<file path="config.mk">
export PLATFORM = sky130hd
export DESIGN_NAME = rgb_image_euclidean_distance
export DESIGN_NICKNAME = d
export VERILOG_FILES = /design/src/rid_pkg.sv /design/src/rid_datapath.sv /design/src/rid_controller.sv /design/src/rgb_image_euclidean_distance.sv
export SDC_FILE = /design/constraint.sdc
export NUM_CORES = 1
export LEC_CHECK = 0
export ABC_AREA = 1
export BUFFER_PORTS_ARGS = -buffer_cell sky130_fd_sc_hd__buf_2
export CAP_MARGIN = 5
export CORE_ASPECT_RATIO = 1.2
export CORE_MARGIN = 2
export CORE_UTILIZATION = 55
export DETAILED_ROUTE_END_ITERATION = 12
export MAX_ROUTING_LAYER = met4
export PLACE_DENSITY = 0.77
export SLEW_MARGIN = 25
export SYNTH_ARGS = -nofsm -noshare
export SYNTH_HDL_FRONTEND = slang
export SYNTH_SLANG_ARGS = --single-unit
</file>
<file path="constraint.sdc">
create_clock -name clk -period 27.2 [get_ports clk]
set_clock_uncertainty 0.05 [all_clocks]
set_input_delay 8.16 -clock clk [delete_from_list [all_inputs] [get_ports clk]]
set_output_delay 8.16 -clock clk [all_outputs]
set_load 0.02 [all_outputs]
</file>
<file path="src/rid_pkg.sv">
// ----------------------------------------------------------------------------
// rid_pkg
// shared widths, constants and controller/datapath interface types
// ----------------------------------------------------------------------------
package rid_pkg;

  localparam int CH_W     = 8;              // one colour channel
  localparam int SQ_W     = 2 * CH_W;       // one squared difference
  localparam int ADD_W    = SQ_W + 2;       // sum of three squares
  localparam int SUM_W    = 34;             // running square sum
  localparam int FRAC_W   = 8;              // fraction bits of the distance
  localparam int RAD_W    = SUM_W + 2 * FRAC_W;  // radicand width
  localparam int DIST_W   = RAD_W / 2;      // root width, 25 bits
  localparam int SQ_STEPS = DIST_W;         // one root bit per step
  localparam int CNT_W    = $clog2(SQ_STEPS);
  localparam int REM_W    = DIST_W + 1;     // partial remainder
  localparam int TRIAL_W  = REM_W + 2;

  // commands from controller to datapath
  typedef struct packed {
    logic start;     // take the final sum as radicand, clear the sum
    logic step;      // one root iteration
    logic load_out;  // copy the root into the output register
  } cmd_t;

  // status from datapath to controller
  typedef struct packed {
    logic pipe_last;  // the pipeline stage holds the final pair of an image
  } sts_t;

endpackage

</file>
<file path="src/rid_datapath.sv">
// ----------------------------------------------------------------------------
// rid_datapath
// squared channel differences, saturating accumulator and bit-serial root
// ----------------------------------------------------------------------------
module rid_datapath (
  input  logic                       clk,
  input  logic                       rst,
  input  logic                       in_accept,
  input  logic [rid_pkg::CH_W-1:0]   first_red,
  input  logic [rid_pkg::CH_W-1:0]   first_green,
  input  logic [rid_pkg::CH_W-1:0]   first_blue,
  input  logic [rid_pkg::CH_W-1:0]   second_red,
  input  logic [rid_pkg::CH_W-1:0]   second_green,
  input  logic [rid_pkg::CH_W-1:0]   second_blue,
  input  logic                       last_pixel,
  input  rid_pkg::cmd_t              cmd,
  output rid_pkg::sts_t              sts,
  output logic [rid_pkg::DIST_W-1:0] distance
);

  logic [rid_pkg::CH_W-1:0]    diff_r, diff_g, diff_b;
  logic [rid_pkg::SQ_W-1:0]    sq_r, sq_g, sq_b;
  logic [rid_pkg::ADD_W-1:0]   add_next;

  logic                        pipe_valid;
  logic                        pipe_last;
  logic [rid_pkg::ADD_W-1:0]   pipe_add;

  logic [rid_pkg::SUM_W-1:0]   square_sum;
  logic [rid_pkg::SUM_W:0]     sum_wide;
  logic [rid_pkg::SUM_W-1:0]   sum_sat;

  logic [rid_pkg::SUM_W-1:0]   radicand;
  logic [rid_pkg::REM_W-1:0]   rem;
  logic [rid_pkg::DIST_W-1:0]  root;
  logic [rid_pkg::TRIAL_W-1:0] rem_sh, trial, rem_diff;

  // absolute differences and squares
  always_comb begin
    diff_r = (first_red   >= second_red)   ? first_red - second_red
                                           : second_red - first_red;
    diff_g = (first_green >= second_green) ? first_green - second_green
                                           : second_green - first_green;
    diff_b = (first_blue  >= second_blue)  ? first_blue - second_blue
                                           : second_blue - first_blue;
    sq_r     = diff_r * diff_r;
    sq_g     = diff_g * diff_g;
    sq_b     = diff_b * diff_b;
    add_next = rid_pkg::ADD_W'(sq_r) + rid_pkg::ADD_W'(sq_g) + rid_pkg::ADD_W'(sq_b);
  end

  // saturating accumulate
  always_comb begin
    sum_wide = {1'b0, square_sum} + (rid_pkg::SUM_W + 1)'(pipe_add);
    sum_sat  = sum_wide[rid_pkg::SUM_W] ? {rid_pkg::SUM_W{1'b1}}
                                        : sum_wide[rid_pkg::SUM_W-1:0];
  end

  // one restoring root step: two radicand bits in, one root bit out
  always_comb begin
    rem_sh   = {rem, radicand[rid_pkg::SUM_W-1 -: 2]};
    trial    = {1'b0, root, 2'b01};
    rem_diff = rem_sh - trial;
  end

  assign sts.pipe_last = pipe_valid & pipe_last;

  always_ff @(posedge clk) begin
    if (rst) begin
      pipe_valid <= 1'b0;
      square_sum <= '0;
    end else begin
      pipe_valid <= in_accept;
      if (cmd.start) begin
        square_sum <= '0;
      end else if (pipe_valid) begin
        square_sum <= sum_sat;
      end
    end
  end

  always_ff @(posedge clk) begin
    if (in_accept) begin
      pipe_last <= last_pixel;
      pipe_add  <= add_next;
    end
    if (cmd.start) begin
      radicand <= sum_sat;
      rem      <= '0;
      root     <= '0;
    end else if (cmd.step) begin
      radicand <= {radicand[rid_pkg::SUM_W-3:0], 2'b00};
      if (rem_sh >= trial) begin
        rem  <= rem_diff[rid_pkg::REM_W-1:0];
        root <= {root[rid_pkg::DIST_W-2:0], 1'b1};
      end else begin
        rem  <= rem_sh[rid_pkg::REM_W-1:0];
        root <= {root[rid_pkg::DIST_W-2:0], 1'b0};
      end
    end
    if (cmd.load_out) begin
      distance <= root;
    end
  end

endmodule

</file>
<file path="src/rid_controller.sv">
// ----------------------------------------------------------------------------
// rid_controller
// sequences the root iterations and owns both handshakes
// ----------------------------------------------------------------------------
module rid_controller (
  input  logic          clk,
  input  logic          rst,
  input  rid_pkg::sts_t sts,
  input  logic          out_stall,
  output rid_pkg::cmd_t cmd,
  output logic          in_stall,
  output logic          out_valid
);

  typedef enum logic [1:0] {
    IDLE,
    ROOT,
    DONE
  } state_t;

  state_t                    state;
  logic [rid_pkg::CNT_W-1:0] cnt;

  always_comb begin
    cmd.start    = (state == IDLE) && sts.pipe_last;
    cmd.step     = (state == ROOT);
    cmd.load_out = (state == DONE) && (!out_valid || !out_stall);
    in_stall     = (state != IDLE) || sts.pipe_last;
  end

  always_ff @(posedge clk) begin
    if (rst) begin
      state     <= IDLE;
      cnt       <= '0;
      out_valid <= 1'b0;
    end else begin
      unique case (state)
        IDLE: begin
          if (sts.pipe_last) begin
            state <= ROOT;
            cnt   <= rid_pkg::CNT_W'(rid_pkg::SQ_STEPS - 1);
          end
        end
        ROOT: begin
          if (cnt == '0) begin
            state <= DONE;
          end else begin
            cnt <= cnt - 1'b1;
          end
        end
        DONE: begin
          if (!out_valid || !out_stall) begin
            state <= IDLE;
          end
        end
        default: begin
          state <= IDLE;
        end
      endcase

      if (cmd.load_out) begin
        out_valid <= 1'b1;
      end else if (!out_stall) begin
        out_valid <= 1'b0;
      end
    end
  end

endmodule

</file>
<file path="src/rgb_image_euclidean_distance.sv">
// throughput: one pixel pair per cycle within an image; after its final pair
//   the input is held (pipeline register, 25 root bits at one a cycle, one load),
//   longer while an earlier result beat is still stalled
// output register: the next image streams in while a result beat waits
// reset: synchronous, clears the square sum, pipeline and output valid
// ----------------------------------------------------------------------------
// rgb_image_euclidean_distance
// euclidean distance between two rgb images, streamed one pixel pair a beat
// ----------------------------------------------------------------------------
module rgb_image_euclidean_distance (
  input  logic                       clk,
  input  logic                       rst,
  // pixel pair channel
  input  logic                       in_valid,
  output logic                       in_stall,
  input  logic [rid_pkg::CH_W-1:0]   first_red,
  input  logic [rid_pkg::CH_W-1:0]   first_green,
  input  logic [rid_pkg::CH_W-1:0]   first_blue,
  input  logic [rid_pkg::CH_W-1:0]   second_red,
  input  logic [rid_pkg::CH_W-1:0]   second_green,
  input  logic [rid_pkg::CH_W-1:0]   second_blue,
  input  logic                       last_pixel,
  // distance channel
  output logic                       out_valid,
  input  logic                       out_stall,
  output logic [rid_pkg::DIST_W-1:0] distance
);

  // command and status between controller and datapath
  rid_pkg::cmd_t cmd;
  rid_pkg::sts_t sts;
  logic          in_accept;

  // a beat is taken when valid and not stalled
  assign in_accept = in_valid && !in_stall;

  // datapath: squares go through one register stage, then into the 34-bit
  // saturating sum; the final pair's sum feeds the bit-serial root
  rid_datapath u_datapath (
    .clk          (clk),
    .rst          (rst),
    .in_accept    (in_accept),
    .first_red    (first_red),
    .first_green  (first_green),
    .first_blue   (first_blue),
    .second_red   (second_red),
    .second_green (second_green),
    .second_blue  (second_blue),
    .last_pixel   (last_pixel),
    .cmd          (cmd),
    .sts          (sts),
    .distance     (distance)
  );

  // controller: input held from the final pair until the root is parked in
  // the output register
  rid_controller u_controller (
    .clk       (clk),
    .rst       (rst),
    .sts       (sts),
    .out_stall (out_stall),
    .cmd       (cmd),
    .in_stall  (in_stall),
    .out_valid (out_valid)
  );

  // no beat is taken behind a final pair before its root starts
  a_hold_after_last: assert property (@(posedge clk) disable iff (rst)
    sts.pipe_last |-> in_stall)
    else $error("pixel beat taken behind a final pair");

  // root iteration follows the radicand load directly
  a_step_after_start: assert property (@(posedge clk) disable iff (rst)
    cmd.start |=> cmd.step)
    else $error("root iteration did not start after load");

  // a result beat only appears from an output register load
  a_out_from_load: assert property (@(posedge clk) disable iff (rst)
    $rose(out_valid) |-> $past(cmd.load_out))
    else $error("distance beat without a root result");

  // loading never overwrites a result beat that is still stalled
  a_no_overwrite: assert property (@(posedge clk) disable iff (rst)
    cmd.load_out |-> (!out_valid || !out_stall))
    else $error("distance overwritten while stalled");

endmodule

</file>
==> results.md, run 1 <==
* Die ar. at 33860 µm²
* CTS Sinks at 172
* Sequential share of the synthesized area at 23.70%
* FMAX at 0.05606 GHz
* Max FO, Critical Path at 10
* Clock buffer depth at 2
* Post-CTS Setup Inserts at 0
* CTS buffer count at 17
* Vias in the first global route at 15740
* Slowest stage delay, CP at 0.56 ns
* Worst-skew pair later-pin latency at 0.46 ns
* Register area at 4224 µm²
* Share of layout cells above drive strength 1 at 7.384%
* Worst Tran Pin Value at 0.8472 ns
* Final Cycle Share at 65.58%
* Area Overhead vs Synth at 7.498%
* Core area at 32070 µm²
* Hold Fails Final Rpt at 0
* Crit start category: input pin
* Layout fillers at 2938
* DRC viols at 0
* Outcome: completed
* Post-route ant nets at 0
* DRT iter0 DRCs at 862
* Crit path time final at 17.84 ns
* Congestion Overflow GR at 0
* Number of buffers added on ports at 79
* Syn Area/Cell at 7.292 µm²
* # IOs at 80
* Post-DR wirelength/cell at 14.46 µm
* Cts repair resizes at 0
* Post-layout net count at 2866
* Setup tns final at 0 ns
* Total GRT Usage at 26.72%
* Final wirelength at 42300 µm
* Ys Warns at 0
* Setup CP Type: input pin to register
* Crit path DAT at 18.00 ns
* Max-cap violation count at 0
* Die Ht at 201.2 µm
* Critical Path Slowest Stage Cell: fa_1
* RSZ-0062 raised after global routing: no
* First-pass GRT wire length at 71920 µm
* Slew margin rel. at 43.31%
* TritonCTS clock tree: built
* Largest net degree at the start of global routing at 63
* DP HPWL at 34060 µm
* Mapped Cells at 2444
* Mapped Nets at 2804
* Synth area leader: fa_1
* Die width at 168.3 µm
* Library cells used by synthesis at 50
* Clock root buffer: clkbuf_16
* Synth top area cells: fa_1 14%, edfxtp_1 13%, ha_1 13%, nand2_1 12%, inv_1 11%
* Vias per cell at 5.224
* Area occupied by multi-input gates at 11320 µm²
* Worst-path clk slew at 0.07 ns
* Slew Limit Fails at 0
* Cell area after synthesis at 17820 µm²
* Post-synth top area share at 13.93%
* Final-report setup violation count at 0
* Post-synthesis register bit count at 172
* ANT cells at 0
* Initial antenna violation count at 0
* Crit end category: register
* Worst hold-check path type: register to register
* Crit-path most repeated cell: fa_1
* Via count at 15290
* DR pass1 iterations at 6
* Rows at 72
* Gpl congestion at 0.9635
* H-tree depth at 4
* Initial Util at 55.57%
* WP data required at 27.36 ns
* Post-CTS Hold Buffers at 0
[through the flow]
step	area (µm²)	utilization [%]	hold WS, ns	instances	setup WS [ns]
global placement	18580	57.93	0.3613	2894	9.124
global route	19160	59.73	0.3910	2926	8.619
detailed placement	18580	57.93	0.3646	2894	8.969
CTS	19160	59.73	0.3805	2926	9.426
finish	19160	59.73	0.3807	2926	9.361
floorplan	17820	-	0.3582	2444	9.756
[routing by layer]
layer	share of wire [%]	track usage (%)	wire, µm	up-vias
met1	41	28.87	17210	7145
met3	3.1	3.167	1316	108
met2	53	49.28	22320	343
met4	3.4	11.08	1454	0
li1	-	-	-	7690
met5	0	-	0	-
[synthesized netlist by cell type (all sizes together)]
cell type and count:
a211oi 1, a21boi 2, a21o 11, a21oi 115, a22oi 1, a31oi 14
and2 1, buf 16, clkbuf 29, clkinv 1, dfxtp 94, edfxtp 78
fa 124, ha 183, inv 549, nand2 563, nand3 119, nand3b 3
nand4 20, nor2 262, nor3 17, nor3b 1, o211ai 13, o21a 3
o21ai 91, o21bai 9, o22ai 24, o31ai 2, or2 6, xnor2 23
xor2 69
[worst paths after layout]
kind | start | endpoint | slack (ns) | cells past startpoint
worst min-delay path | u_datapath.root[24] | u_datapath.distance[24] | 0.38 | 0
worst max register to register | u_controller.state[1] | u_datapath.radicand[25] | 23.97 | 8
worst min register to register | u_datapath.root[24] | u_datapath.distance[24] | 0.38 | 0
worst max-delay path | first_green[0] | u_datapath.pipe_add[15] | 9.36 | 39
[logic make-up (layout without fill, tap and decap cells)]
family                     Yosys count  count (layout)  synth area share, %
buffers and inverters              595             670                12.81
DFF                                172             172                23.70
and+or+nand+nor                    992             992                23.16
xor gates and xnor gates            92              92                4.564
AOI/OAI and AO/OA                  286             286                8.994
adders and majority gates          307             307                26.78
[cells in the final DEF, fill, tap and decap left out, drive strengths merged, types with 9 or more instances in the layout]
| cell | n |
|---|---|
| a31oi | 14 |
| nor3 | 17 |
| o21ai | 91 |
| buf | 88 |
| dfxtp | 94 |
| nor2 | 262 |
| o211ai | 13 |
| ha | 183 |
| fa | 124 |
| edfxtp | 78 |
| a21o | 11 |
| nand4 | 20 |
| inv | 555 |
| o21bai | 9 |
| clkinv | 9 |
| clkbuf | 17 |
| a21oi | 115 |
| nand3 | 119 |
| o22ai | 24 |
| xnor2 | 23 |
| xor2 | 69 |
| nand2 | 563 |
[worst max-delay path, delay by kind of cell]
kind,cells,cell delay [ns]
adder cells (fa/ha/maj),14,6.11
XOR/XNOR,2,0.31
AO/OA/AOI/OAI,9,1.82
buffers and inverters,10,0.78
AND/OR/NAND/NOR,4,0.80
[area by class of cell]
type                       instances  share of cell area, %
clock buffer                      17                  2.221
clock inverter                    15                 0.8033
inverter                         550                  10.78
multi-input combinational       1677                  59.08
sequential                       172                  22.05
tap                              407                  2.658
timing repair buffer              88                  2.417
[flip-flops by register name, indices dropped and copies added (netlist names)]
| signal | flops |
|---|---|
| u_datapath.rem | 26 |
| u_controller.cnt | 5 |
| u_datapath.root | 25 |
| u_datapath.radicand | 34 |
| u_datapath.pipe_valid | 1 |
| u_datapath.pipe_last | 1 |
| u_datapath.pipe_add | 18 |
| u_datapath.square_sum | 34 |
| u_controller.out_valid | 1 |
| u_datapath.distance | 25 |
| u_controller.state | 2 |
Power of run 1 is not shown: default switching activity piles up to over one toggle a cycle in this logic, so the estimate is an artifact.
==> inputs of run 2 (changes only) <==
- PLACE_DENSITY: 0.77 -> 0.8
- clock period: 27.2 -> 14.7 ns (I/O delays scaled with it)
==> run 2 against run 1 <==
Routed wire length is 0.57% lower; sequential cell count stayed put; global-route usage is 0.14 points lower; largest cell class unchanged; setup slack worse by 8.7 ns; non-clock buffer count is 3 higher.
==> results.md, run 2 (synthesis results as in run 1) <==
* CP top delay family: adder cells
* Worst-path clk slew at 0.07 ns
* Layout Utilization at 59.88%
* Congestion Overflow GR at 0
* DRT iter0 DRCs at 920
* Worst hold-check path type: register to register
* Worst r2r path cells at 12
* Core area at 32070 µm²
* RSZ-0062 raised after global routing: no
* Register area at 4224 µm²
* TritonCTS clock tree: built
* Hold Path Depth at 0
* Clock root buffer: clkbuf_16
* Gpl congestion at 0.9672
* Post-CTS Setup Inserts at 0
* Crit path DAT at 14.21 ns
* Crit start category: input pin
* CTS buffer count at 17
* Post-CTS Hold Buffers at 0
* Total GRT Usage at 26.57%
* Vias in the first global route at 15760
* Post-route ant nets at 0
* Slew margin rel. at 44.66%
* Crit end category: register
* # IOs at 80
* Initial antenna violation count at 0
* Area Overhead vs Synth at 7.765%
* Rows at 72
* Die width at 168.3 µm
* Via count at 15390
* Reg2reg end: u_controller.cnt[4]
* R2r startpoint: u_datapath.pipe_valid
* Critical Path Slowest Stage Cell: fa_1
* ANT cells at 0
* Final-report setup violation count at 0
* Cts repair resizes at 0
* Number of buffers added on ports at 79
* Final wirelength at 42060 µm
* Max FO, Critical Path at 10
* DP HPWL at 34080 µm
* Die Ht at 201.2 µm
* Final Cycle Share at 95.58%
* Top flop regs: u_datapath.radicand x34, u_datapath.square_sum x34, u_datapath.rem x26
* Hold Slack at 0.3751 ns
* Largest net degree at the start of global routing at 64
* Layout fillers at 2918
* Commonest cells after routing, fill and taps aside: 548 x nand2_1, 528 x inv_1, 250 x nor2_1
* Hold_sp: u_datapath.root[21]
* Vias per cell at 5.253
* Worst Tran Pin Value at 0.8301 ns
* Crit-path most repeated cell: fa_1
* DR pass1 iterations at 7
* H-tree depth at 4
* Crit path time final at 14.05 ns
* Initial Util at 55.57%
* Hold Fails Final Rpt at 0
* Setup CP Type: input pin to register
* Flop2flop setup slack at 11.47 ns
* FMAX at 0.07118 GHz
* Die ar. at 33860 µm²
* Clock buffer depth at 2
* Hold Path End: u_datapath.distance[21]
* Slew Limit Fails at 0
* Outcome: completed
* First-pass GRT wire length at 71460 µm
* Setup tns final at 0 ns
* Post-layout net count at 2869
* Area occupied by multi-input gates at 11320 µm²
* Worst Path Buf+Inv at 11
* Pre-CTS setup slack at 0.1835 ns
* Slowest stage delay, CP at 0.54 ns
* DRC viols at 0
* Commonest non-fill, non-tap cell in the layout: nand2_1
* WP data required at 14.86 ns
* Post-DR wirelength/cell at 14.36 µm
* Worst-skew pair later-pin latency at 0.46 ns
* Share of layout cells above drive strength 1 at 7.534%
* Worst setup margin at 0.6503 ns
* CTS Sinks at 172
* Max-cap violation count at 0
-- run 2: layer usage --
layer  GRT usage, %  routed length (µm)  up-vias
li1               -                   -     7696
met1          28.44               16580     7221
met2          48.49               22200      365
met3          3.049                1480      105
met4          12.96                1791        0
met5              -                   0        -
-- run 2: stage by stage --
step                cells  instance area, µm²
finish               2929               19200
global route         2929               19200
CTS                  2929               19200
detailed placement   2897               18600
global placement     2897               18600
floorplan            2444               17820
-- run 2: how the worst max path moves through the flow --
stage                  from                      end  slack (ns)  cells past startpoint
2_1_floorplan  first_red[0]  u_datapath.pipe_add[14]        1.01                     41
3_3_place_gp   first_red[0]  u_datapath.pipe_add[14]        0.38                     43
3_5_place_dp   first_red[0]  u_datapath.pipe_add[14]        0.18                     42
4_1_cts        first_red[0]  u_datapath.pipe_add[14]        0.64                     42
5_1_grt        first_red[0]  u_datapath.pipe_add[16]        0.01                     43
6_report       first_red[0]  u_datapath.pipe_add[14]        0.65                     43
-- run 2: final cells by class --
| type | instances | share of cell area, % |
|---|---|---|
| Clock buffer | 17 | 2.215 |
| Timing Repair Buffer | 91 | 2.528 |
| Sequential cell | 172 | 21.99 |
| Inverter | 550 | 10.75 |
| Clock inverter | 15 | 0.9317 |
| Multi-Input combinational cell | 1677 | 58.93 |
| Tap cell | 407 | 2.652 |
Power of run 2 is left out for the same reason.
